**src/rtl/tlsch_pkg.sv**
```systemverilog
// Shared types and constants for the TLS record / ClientHello parser.
// No dependencies; used by tlsch_cfg and tls_record_client_hello_parser.
package tlsch_pkg;

    typedef enum logic [3:0] {
        PH_REC, PH_HS, PH_VER, PH_RANDOM, PH_SIDLEN, PH_SID, PH_SUITELEN,
        PH_SUITES, PH_COMPLEN, PH_COMP, PH_EXTLEN, PH_DONE, PH_ERR
    } phase_t;

    localparam logic [3:0] V_ACCEPT        = 4'd0;
    localparam logic [3:0] V_TRUNCATED     = 4'd1;
    localparam logic [3:0] V_BAD_VERSION   = 4'd2;
    localparam logic [3:0] V_BAD_CONTENT   = 4'd3;
    localparam logic [3:0] V_SHORT_RECORD  = 4'd4;
    localparam logic [3:0] V_HS_OVERRUN    = 4'd5;
    localparam logic [3:0] V_BAD_HS_TYPE   = 4'd6;
    localparam logic [3:0] V_HELLO_SHORT   = 4'd7;
    localparam logic [3:0] V_FIXED_OVERRUN = 4'd8;
    localparam logic [3:0] V_SID_OVERRUN   = 4'd9;
    localparam logic [3:0] V_SUITE_OVERRUN = 4'd10;
    localparam logic [3:0] V_SUITE_ODD     = 4'd11;
    localparam logic [3:0] V_SUITE_MISSING = 4'd12;
    localparam logic [3:0] V_COMP_OVERRUN  = 4'd13;
    localparam logic [3:0] V_EXT_OVERRUN   = 4'd14;

    localparam logic [7:0] CT_CHANGE_CIPHER = 8'd20;
    localparam logic [7:0] CT_ALERT         = 8'd21;
    localparam logic [7:0] CT_HANDSHAKE     = 8'd22;
    localparam logic [7:0] CT_APP_DATA      = 8'd23;
    localparam logic [7:0] HT_CLIENT_HELLO  = 8'd1;

    localparam logic [1:0] REG_WANTED_SUITE = 2'd0;
    localparam logic [1:0] REG_RECORD_VER   = 2'd1;
    localparam logic [1:0] REG_MIN_HELLO    = 2'd2;

    localparam logic [15:0] RST_WANTED_SUITE = 16'hC013;
    localparam logic [15:0] RST_RECORD_VER   = 16'h0303;
    localparam logic [7:0]  RST_MIN_HELLO    = 8'd40;

    localparam logic [16:0] OFFSET_MAX  = 17'h1FFFF;
    localparam logic [16:0] REC_HDR_LEN = 17'd5;
    localparam logic [15:0] RANDOM_LEN  = 16'd32;

    typedef struct packed {
        logic [15:0] wanted_suite;
        logic [15:0] record_version;
        logic [7:0]  min_hello;
    } cfg_t;

    typedef struct packed {
        logic        suite_found;
        logic [15:0] ext_len;
        logic [7:0]  comp_len;
        logic [15:0] suite_len;
        logic [7:0]  sid_len;
        logic [15:0] hello_version;
        logic [7:0]  hs_type;
        logic [7:0]  content_type;
        logic [15:0] record_version;
    } fields_t;

endpackage

```
**src/rtl/tlsch_cfg.sv**
```systemverilog
// APB register file for the parser: wanted suite, record version, min hello length.
// Depends on tlsch_pkg.
module tlsch_cfg (
    input  logic               aclk,
    input  logic               aresetn,
    input  logic               psel,
    input  logic               penable,
    input  logic               pwrite,
    input  logic [3:0]         paddr,
    input  logic [31:0]        pwdata,
    output logic [31:0]        prdata,
    output logic               pready,
    output tlsch_pkg::cfg_t    cfg
);

    tlsch_pkg::cfg_t cfg_reg;
    logic            wr_en;

    assign pready = 1'b1;
    assign wr_en  = psel & penable & pwrite;
    assign cfg    = cfg_reg;

    always_ff @(posedge aclk) begin
        if (!aresetn) begin
            cfg_reg.wanted_suite   <= tlsch_pkg::RST_WANTED_SUITE;
            cfg_reg.record_version <= tlsch_pkg::RST_RECORD_VER;
            cfg_reg.min_hello      <= tlsch_pkg::RST_MIN_HELLO;
        end else if (wr_en) begin
            unique case (paddr[3:2])
                tlsch_pkg::REG_WANTED_SUITE: cfg_reg.wanted_suite   <= pwdata[15:0];
                tlsch_pkg::REG_RECORD_VER:   cfg_reg.record_version <= pwdata[15:0];
                tlsch_pkg::REG_MIN_HELLO:    cfg_reg.min_hello      <= pwdata[7:0];
                default: ;
            endcase
        end
    end

    always_comb begin
        unique case (paddr[3:2])
            tlsch_pkg::REG_WANTED_SUITE: prdata = {16'd0, cfg_reg.wanted_suite};
            tlsch_pkg::REG_RECORD_VER:   prdata = {16'd0, cfg_reg.record_version};
            tlsch_pkg::REG_MIN_HELLO:    prdata = {24'd0, cfg_reg.min_hello};
            default:                     prdata = 32'd0;
        endcase
    end

endmodule

```
**src/rtl/tls_record_client_hello_parser.sv**
```systemverilog
// TLS record and ClientHello parser, one frame byte per beat.
// A result beat appears in the cycle after the frame's last byte is accepted.
// Throughput: one byte per cycle; the next byte is taken while a result waits,
// as long as the result register is empty or being drained that cycle.
// Reset (synchronous, aresetn low) clears frame state, empties the result register
// and loads the register defaults. Depends on tlsch_pkg and tlsch_cfg.
module tls_record_client_hello_parser (
    input  logic        aclk,
    input  logic        aresetn,
    input  logic        s_tvalid,
    output logic        s_tready,
    input  logic [7:0]  s_tdata,   // [7:0] frame_byte
    input  logic        s_tlast,   // last_byte
    output logic        m_tvalid,
    input  logic        m_tready,
    // [3:0] verdict, [11:4] content_type, [19:12] handshake_type,
    // [35:20] hello_version, [43:36] session_id_length, [59:44] suite_list_length,
    // [67:60] compression_length, [83:68] extensions_length, [84] suite_found
    output logic [87:0] m_tdata,
    input  logic        psel,
    input  logic        penable,
    input  logic        pwrite,
    input  logic [3:0]  paddr,
    input  logic [31:0] pwdata,
    output logic [31:0] prdata,
    output logic        pready
);

    tlsch_pkg::cfg_t    cfg;
    tlsch_pkg::phase_t  phase_reg, phase_next;
    logic [16:0]        offset_reg, offset_next;
    logic [15:0]        fr_reg, fr_next;        // bytes left in the current field
    logic [23:0]        body_reg, body_next;    // bytes left in the hello body
    logic [15:0]        rl_reg, rl_next;        // record length
    logic [7:0]         pend_reg, pend_next;    // high byte of a 16-bit field
    logic [3:0]         err_reg, err_next;
    tlsch_pkg::fields_t f_reg, f_next;
    logic               m_valid_reg;
    logic [87:0]        m_data_reg;
    logic [3:0]         verdict;
    logic               s_acc;
    logic [7:0]         b;
    logic [23:0]        body_dec;
    logic [15:0]        fr_dec;
    logic [15:0]        pair_val;

    tlsch_cfg u_cfg (
        .aclk    (aclk),
        .aresetn (aresetn),
        .psel    (psel),
        .penable (penable),
        .pwrite  (pwrite),
        .paddr   (paddr),
        .pwdata  (pwdata),
        .prdata  (prdata),
        .pready  (pready),
        .cfg     (cfg)
    );

    // Output register parts the two sides: take a byte whenever the slot is free
    // or drains this cycle.
    assign s_tready = ~m_valid_reg | m_tready;
    assign s_acc    = s_tvalid & s_tready;
    assign m_tvalid = m_valid_reg;
    assign m_tdata  = m_data_reg;

    assign b        = s_tdata;
    assign body_dec = body_reg - 24'd1;
    assign fr_dec   = (fr_reg == 16'd0) ? 16'd0 : fr_reg - 16'd1;
    assign pair_val = {pend_reg, b};

    // Per-byte parse step: next frame state from current state and the byte.
    always_comb begin
        phase_next  = phase_reg;
        fr_next     = fr_reg;
        body_next   = body_reg;
        rl_next     = rl_reg;
        pend_next   = pend_reg;
        err_next    = err_reg;
        f_next      = f_reg;
        offset_next = (offset_reg == tlsch_pkg::OFFSET_MAX) ? offset_reg
                                                            : offset_reg + 17'd1;
        unique case (phase_reg)
            tlsch_pkg::PH_REC: begin
                if (offset_reg == 17'd0) begin
                    f_next.content_type = b;
                end else if (offset_reg <= 17'd2) begin
                    f_next.record_version = {f_reg.record_version[7:0], b};
                end else if (offset_reg == 17'd3) begin
                    rl_next = {8'd0, b};
                end else begin
                    rl_next = {rl_reg[7:0], b};
                    if (f_reg.record_version != cfg.record_version) begin
                        err_next = tlsch_pkg::V_BAD_VERSION;   phase_next = tlsch_pkg::PH_ERR;
                    end else if (f_reg.content_type == tlsch_pkg::CT_HANDSHAKE) begin
                        if (rl_next < 16'd4) begin
                            err_next = tlsch_pkg::V_SHORT_RECORD; phase_next = tlsch_pkg::PH_ERR;
                        end else begin
                            phase_next = tlsch_pkg::PH_HS;
                        end
                    end else if (f_reg.content_type == tlsch_pkg::CT_CHANGE_CIPHER
                              || f_reg.content_type == tlsch_pkg::CT_ALERT
                              || f_reg.content_type == tlsch_pkg::CT_APP_DATA) begin
                        phase_next = tlsch_pkg::PH_DONE;
                    end else begin
                        err_next = tlsch_pkg::V_BAD_CONTENT;   phase_next = tlsch_pkg::PH_ERR;
                    end
                end
            end
            tlsch_pkg::PH_HS: begin
                if (offset_reg == 17'd5) begin
                    f_next.hs_type = b;
                    body_next      = 24'd0;
                end else begin
                    body_next = {body_reg[15:0], b};
                    if (offset_reg == 17'd8) begin
                        if ({1'b0, body_next} + 25'd4 > {9'd0, rl_reg}) begin
                            err_next = tlsch_pkg::V_HS_OVERRUN; phase_next = tlsch_pkg::PH_ERR;
                        end else if (f_reg.hs_type == tlsch_pkg::HT_CLIENT_HELLO) begin
                            if (body_next < {16'd0, cfg.min_hello}) begin
                                err_next = tlsch_pkg::V_HELLO_SHORT;
                                phase_next = tlsch_pkg::PH_ERR;
                            end else begin
                                phase_next = tlsch_pkg::PH_VER;
                                fr_next    = 16'd2;
                            end
                        end else if (f_reg.hs_type == 8'd0 || f_reg.hs_type == 8'd2
                                  || (f_reg.hs_type >= 8'd11 && f_reg.hs_type <= 8'd16)
                                  || f_reg.hs_type == 8'd20) begin
                            phase_next = tlsch_pkg::PH_DONE;
                        end else begin
                            err_next = tlsch_pkg::V_BAD_HS_TYPE; phase_next = tlsch_pkg::PH_ERR;
                        end
                    end
                end
            end
            tlsch_pkg::PH_VER, tlsch_pkg::PH_RANDOM, tlsch_pkg::PH_SIDLEN,
            tlsch_pkg::PH_SUITELEN, tlsch_pkg::PH_COMPLEN, tlsch_pkg::PH_EXTLEN: begin
                // Fixed hello fields must fit inside the declared body.
                if (body_reg == 24'd0) begin
                    err_next = tlsch_pkg::V_FIXED_OVERRUN; phase_next = tlsch_pkg::PH_ERR;
                end else begin
                    body_next = body_dec;
                    if (phase_reg == tlsch_pkg::PH_RANDOM) begin
                        fr_next = fr_dec;
                        if (fr_dec == 16'd0) phase_next = tlsch_pkg::PH_SIDLEN;
                    end else if (phase_reg == tlsch_pkg::PH_SIDLEN) begin
                        f_next.sid_len = b;
                        if ({16'd0, b} > body_dec) begin
                            err_next = tlsch_pkg::V_SID_OVERRUN; phase_next = tlsch_pkg::PH_ERR;
                        end else if (b == 8'd0) begin
                            phase_next = tlsch_pkg::PH_SUITELEN; fr_next = 16'd2;
                        end else begin
                            phase_next = tlsch_pkg::PH_SID;      fr_next = {8'd0, b};
                        end
                    end else if (phase_reg == tlsch_pkg::PH_COMPLEN) begin
                        f_next.comp_len = b;
                        if ({16'd0, b} > body_dec) begin
                            err_next = tlsch_pkg::V_COMP_OVERRUN; phase_next = tlsch_pkg::PH_ERR;
                        end else if (b == 8'd0) begin
                            phase_next = tlsch_pkg::PH_EXTLEN; fr_next = 16'd2;
                        end else begin
                            phase_next = tlsch_pkg::PH_COMP;   fr_next = {8'd0, b};
                        end
                    end else if (fr_reg >= 16'd2) begin
                        // High byte of a big-endian pair.
                        pend_next = b;
                        fr_next   = 16'd1;
                    end else begin
                        fr_next = 16'd0;
                        if (phase_reg == tlsch_pkg::PH_VER) begin
                            f_next.hello_version = pair_val;
                            phase_next = tlsch_pkg::PH_RANDOM;
                            fr_next    = tlsch_pkg::RANDOM_LEN;
                        end else if (phase_reg == tlsch_pkg::PH_SUITELEN) begin
                            f_next.suite_len = pair_val;
                            if ({8'd0, pair_val} > body_dec) begin
                                err_next = tlsch_pkg::V_SUITE_OVERRUN;
                                phase_next = tlsch_pkg::PH_ERR;
                            end else if (pair_val[0]) begin
                                err_next = tlsch_pkg::V_SUITE_ODD; phase_next = tlsch_pkg::PH_ERR;
                            end else if (pair_val == 16'd0) begin
                                err_next = tlsch_pkg::V_SUITE_MISSING;
                                phase_next = tlsch_pkg::PH_ERR;
                            end else begin
                                phase_next = tlsch_pkg::PH_SUITES; fr_next = pair_val;
                            end
                        end else begin
                            f_next.ext_len = pair_val;
                            if ({8'd0, pair_val} > body_dec) begin
                                err_next = tlsch_pkg::V_EXT_OVERRUN;
                                phase_next = tlsch_pkg::PH_ERR;
                            end else begin
                                phase_next = tlsch_pkg::PH_DONE;
                            end
                        end
                    end
                end
            end
            tlsch_pkg::PH_SID, tlsch_pkg::PH_COMP: begin
                if (body_reg != 24'd0) body_next = body_dec;
                fr_next = fr_dec;
                if (fr_dec == 16'd0) begin
                    phase_next = (phase_reg == tlsch_pkg::PH_SID) ? tlsch_pkg::PH_SUITELEN
                                                                  : tlsch_pkg::PH_EXTLEN;
                    fr_next = 16'd2;
                end
            end
            tlsch_pkg::PH_SUITES: begin
                if (body_reg != 24'd0) body_next = body_dec;
                if (!fr_reg[0]) begin
                    pend_next = b;
                end else if (pair_val == cfg.wanted_suite) begin
                    f_next.suite_found = 1'b1;
                end
                fr_next = fr_dec;
                if (fr_dec == 16'd0) begin
                    if (!f_next.suite_found) begin
                        err_next = tlsch_pkg::V_SUITE_MISSING; phase_next = tlsch_pkg::PH_ERR;
                    end else begin
                        phase_next = tlsch_pkg::PH_COMPLEN;
                    end
                end
            end
            default: ;  // done or error: ignore trailing bytes
        endcase
    end

    // Verdict at the frame's last byte; truncation wins over everything else.
    always_comb begin
        if (offset_next < tlsch_pkg::REC_HDR_LEN
            || offset_next < tlsch_pkg::REC_HDR_LEN + {1'b0, rl_next}) begin
            verdict = tlsch_pkg::V_TRUNCATED;
        end else if (phase_next == tlsch_pkg::PH_ERR) begin
            verdict = err_next;
        end else if (phase_next == tlsch_pkg::PH_DONE) begin
            verdict = tlsch_pkg::V_ACCEPT;
        end else begin
            verdict = tlsch_pkg::V_TRUNCATED;
        end
    end

    // Frame state: advance per accepted byte, clear after the last byte.
    always_ff @(posedge aclk) begin
        if (!aresetn || (s_acc && s_tlast)) begin
            phase_reg  <= tlsch_pkg::PH_REC;
            offset_reg <= 17'd0;
            fr_reg     <= 16'd0;
            body_reg   <= 24'd0;
            rl_reg     <= 16'd0;
            pend_reg   <= 8'd0;
            err_reg    <= 4'd0;
            f_reg      <= '0;
        end else if (s_acc) begin
            phase_reg  <= phase_next;
            offset_reg <= offset_next;
            fr_reg     <= fr_next;
            body_reg   <= body_next;
            rl_reg     <= rl_next;
            pend_reg   <= pend_next;
            err_reg    <= err_next;
            f_reg      <= f_next;
        end
    end

    // Result register: load on the last byte, drop once the beat is taken.
    always_ff @(posedge aclk) begin
        if (!aresetn) begin
            m_valid_reg <= 1'b0;
        end else if (s_acc && s_tlast) begin
            m_valid_reg <= 1'b1;
        end else if (m_tready) begin
            m_valid_reg <= 1'b0;
        end
    end

    always_ff @(posedge aclk) begin
        if (s_acc && s_tlast) begin
            m_data_reg <= {3'd0, f_next.suite_found, f_next.ext_len, f_next.comp_len,
                           f_next.suite_len, f_next.sid_len, f_next.hello_version,
                           f_next.hs_type, f_next.content_type, verdict};
        end
    end

    // An error phase always carries a nonzero reason.
    a_err_code: assert property (@(posedge aclk) disable iff (!aresetn)
        phase_reg == tlsch_pkg::PH_ERR |-> err_reg != 4'd0)
        else $error("error phase without reason code");

    // The last byte of a frame restarts the parse.
    a_frame_clear: assert property (@(posedge aclk) disable iff (!aresetn)
        s_acc && s_tlast |=> offset_reg == 17'd0 && phase_reg == tlsch_pkg::PH_REC)
        else $error("frame state not cleared after last byte");

    // An accepted ClientHello must have offered the wanted suite.
    a_hello_suite: assert property (@(posedge aclk) disable iff (!aresetn)
        m_valid_reg && m_data_reg[3:0] == tlsch_pkg::V_ACCEPT
        && m_data_reg[11:4] == tlsch_pkg::CT_HANDSHAKE
        && m_data_reg[19:12] == tlsch_pkg::HT_CLIENT_HELLO |-> m_data_reg[84])
        else $error("ClientHello accepted without wanted suite");

endmodule
```
**config.mk**
```make
export PLATFORM = sky130hd
export DESIGN_NAME = tls_record_client_hello_parser
export DESIGN_NICKNAME = d
export VERILOG_FILES = /design/src/rtl/tlsch_pkg.sv /design/src/rtl/tlsch_cfg.sv /design/src/rtl/tls_record_client_hello_parser.sv
export SDC_FILE = /design/constraint.sdc
export NUM_CORES = 1
export LEC_CHECK = 0
export BUFFER_PORTS_ARGS = -buffer_cell sky130_fd_sc_hd__clkbuf_2
export CAP_MARGIN = 20
export CORE_MARGIN = 8
export CORE_UTILIZATION = 60
export CTS_BUF_LIST = sky130_fd_sc_hd__clkbuf_4
export DETAILED_ROUTE_END_ITERATION = 10
export GPL_TIMING_DRIVEN = 0
export PLACE_DENSITY = 0.81
export SLEW_MARGIN = 20
export SYNTH_ARGS = -nofsm -noshare
export SYNTH_HDL_FRONTEND = slang
export SYNTH_HIERARCHICAL = 1
export SYNTH_SLANG_ARGS = --single-unit
```
**constraint.sdc**
```tcl
create_clock -name aclk -period 9.9 [get_ports aclk]
set_clock_uncertainty 0.05 [all_clocks]
set_input_delay 2.475 -clock aclk [delete_from_list [all_inputs] [get_ports aclk]]
set_output_delay 2.475 -clock aclk [all_outputs]
set_load 0.05 [all_outputs]
```
==> reports/qor.txt <==
CTS tree = done
Multi-input logic area = 10400 um^2
Worst-margin pin slew = 1.215 ns
CTS buffer count = 82
Synth top area cells = dfxtp_1 (25%), edfxtp_1 (14%), nand2_1 (5.8%)
Min-delay src = f_reg[57]
Initial core utilization = 60.49%
Max reg flops = 97
Pin count of the biggest net entering global routing = 54
Clock Sinks = 312
Vias per cell = 6.280
Share of the synthesized area in the top cell type = 24.69%
Starting DRC count in detailed routing = 2040
Startpoint types = input pin
Fmax = 141.4 MHz
Outcome = complete, no violations
FF/Latch Area = 7097 um^2
Max-cap viol count = 0
First-pass DRT Iterations = 8
Htree depth = 3
Clk root buf = clkbuf_4
Cell Area, Synth = 18410 um^2
Xor/xnor share of the synthesized area = 5.092%
Routed len/inst = 22.67 um
# port buffers = 135
Core area = 30430 um^2
Final Hold Viols = 0
PD cells = 256.5 nW/um^2
Share of cells above drive strength 1 = 17.32%
Die span in y = 191.1 um
Final WL = 64970 um
# Post-CTS Setup Buffers = 0
Slew Viols, Final = 0
First-pass GRT wire length = 99500 um
Synth Flop Type = dfxtp_1
Nets = 2524
Die W = 191.1 um
Die ar. = 36540 um^2
Final worst path period need = 7.072 ns
Final setup vio count = 0
Final ANT Viol Nets = 0
Hold_buf cts = 0
Reg2reg path depth = 23
Critical setup path kind = input pin to flop
Overflow after GRT = 0
P_leak = 8.290 nW
Hold Crit Depth = 2
End of the worst hold path = f_reg[57]
Vias in the first global route = 17.39k
Worst skew pair latency = 0.81 ns
Max-slew headroom = 19.02%
RSZ-0062 raised after global routing = false
Post-synth EDFFs = 85
Yosys reg bits = 312
Synth area leader = dfxtp_1
Synth cell types = 94
Fin crit share = 71.43%
Maximum VDD drop = 0.3205 mV
Critical R2R Capture = m_tdata[1]
Sequential share of the synthesized area = 38.56%
Worst Path Required = 10.34 ns
Cell count after synthesis = 2165
Routability cong. = 1.098
Io pins = 175
RR Startpoint = offset_reg[12]
Drc violations = 0
Adder-cell share of the synthesized area = 4.623%
Synth Area in Compound Gates = 14.26%
Vias = 18.00k
Share of flip-flops with an asynchronous set or reset = 0%
Post-synthesis mux area share = 8.973%
Reg-to-reg slack, setup = 4.06 ns
Main combinational cell family by area after synthesis = simple AND/OR/NAND/NOR gates
Simple-Gate Fraction of Synth Area = 23.07%
CP arrival = 7.51 ns
Total power = 5.329 mW
Post-CTS sizing = 0
Fill cells = 2497
YS warnings = 6
Min-delay worst type = flop to flop
Kind of end point of the critical path = flop
Sum of negative setup slack = 0 ns
Hpwl dp = 47610 um
Area Growth Syn to Fin = 12.86%
Maximum root-to-sink buffer count = 3
Num rows = 64
Initial antenna violation count = 5
CTS clock-pin slew for the worst setup and hold paths = 0.07 ns
Post-Syn Area per Cell = 8.501 um^2
Global-route usage over all layers = 34.77%
Crit path max fanout = 10
[worst max path at each step]
stage | startpoint | end | slack, ns
finish | s_tdata[7] | m_tdata[1] | 2.83
global route | s_tdata[7] | m_tdata[3] | 2.65
CTS | s_tdata[7] | m_tdata[0] | 2.95
detailed placement | s_tdata[7] | m_tdata[1] | 2.16
global placement | s_tdata[7] | m_tdata[1] | 2.18
floorplan | paddr[2] | prdata[6] | 3.38
[worst max-delay path, stage by stage]
cell      delay [ns]
clkbuf_2        0.17
clkbuf_1        0.84
nand3_1         0.44
nor2_1          0.26
and3_1          0.23
nand3_1         0.13
xnor2_1         0.18
ha_1            0.32
a21oi_1         0.15
nand2_1         0.09
or3_1           0.35
o31ai_1         0.28
nand4_1         0.36
nor2_1          0.45
nor3_1          0.09
nor3_1          0.43
or3_4           0.23
nor3_1          0.05
[where the power goes]
group	internal (mW)	leakage, nW	switching (mW)
Combinational	0.882	4.99	1.80
Clock	0.611	0.641	0.570
Sequential	1.40	2.66	0.0597
[layout make-up]
type,count,share of cell area [%]
Antenna cell,5,0.06023
Buffer,172,3.885
Clock buffer,128,4.626
Clock inverter,17,0.4698
Inverter,48,0.8794
Multi-Input combinational cell,1650,50.08
Sequential cell,312,34.16
Tap cell,396,2.385
Timing Repair Buffer,138,3.445
[synth_stat cells, types with 14 or more instances]
master      n
nand3_1    47
o211ai_1   15
xnor2_1    60
a21o_1     14
nand2_1   285
clkbuf_1  114
o21ai_0    78
nor2b_1    31
nor4_1     22
nand4_1    33
xor2_1     47
buf_1      16
buf_4      22
inv_1      48
edfxtp_1   85
nor2_1    238
and3_1     21
nand2b_1   16
mux2i_1    84
dfxtp_1   227
a22oi_1    21
o21ai_1    14
ha_1       68
nor3_1     98
or3_1      23
a21oi_1   144
mux2_2     68
a211oi_1   24
[logic make-up after synthesis]
kind of cell               after synthesis
DFF                                    312
xor gates and xnor gates               107
buffers and inverters                  220
adders and majority gates               68
and+or+nand+nor                        886
muxes                                  156
other                                    3
AOI/OAI and AO/OA                      413
[through the flow]
step	std cells	worst slack, ns	cell area (um^2)	hold WS (ns)	util [%]
finish	2866	2.828	20770	0.4063	68.26
global route	2863	2.655	20760	0.4268	68.24
CTS	2861	2.953	20760	0.4060	68.22
detailed placement	2716	2.160	19700	0.3970	64.75
global placement	2713	2.182	19640	0.3886	64.54
floorplan	2182	3.377	18470	0.3838	-
[metal layers]
| metal | vias up | global-route usage [%] | share of wire [%] | wire, um |
|---|---|---|---|---|
| met5 | - | 0 | 0.020 | 13 |
| met4 | 2 | 17.67 | 5.2 | 3404 |
| met3 | 235 | 8.628 | 11 | 7283 |
| met2 | 1160 | 53.14 | 44 | 28330 |
| met1 | 8429 | 45.17 | 40 | 25940 |
| li1 | 8173 | - | - | - |
[layout by cell type (no fill, tap or decap), types with 60 or more instances in the layout]
master	netlist	routed
mux2_2	68	68
nor2_1	238	238
ha_1	68	68
xnor2_1	60	60
nand2_1	285	285
clkbuf_4	0	128
edfxtp_1	85	85
o21ai_0	78	78
clkbuf_1	114	114
clkbuf_2	0	135
nor3_1	98	98
a21oi_1	144	144
dfxtp_1	227	227
mux2i_1	84	84
Power figures use the tool's default switching activity.
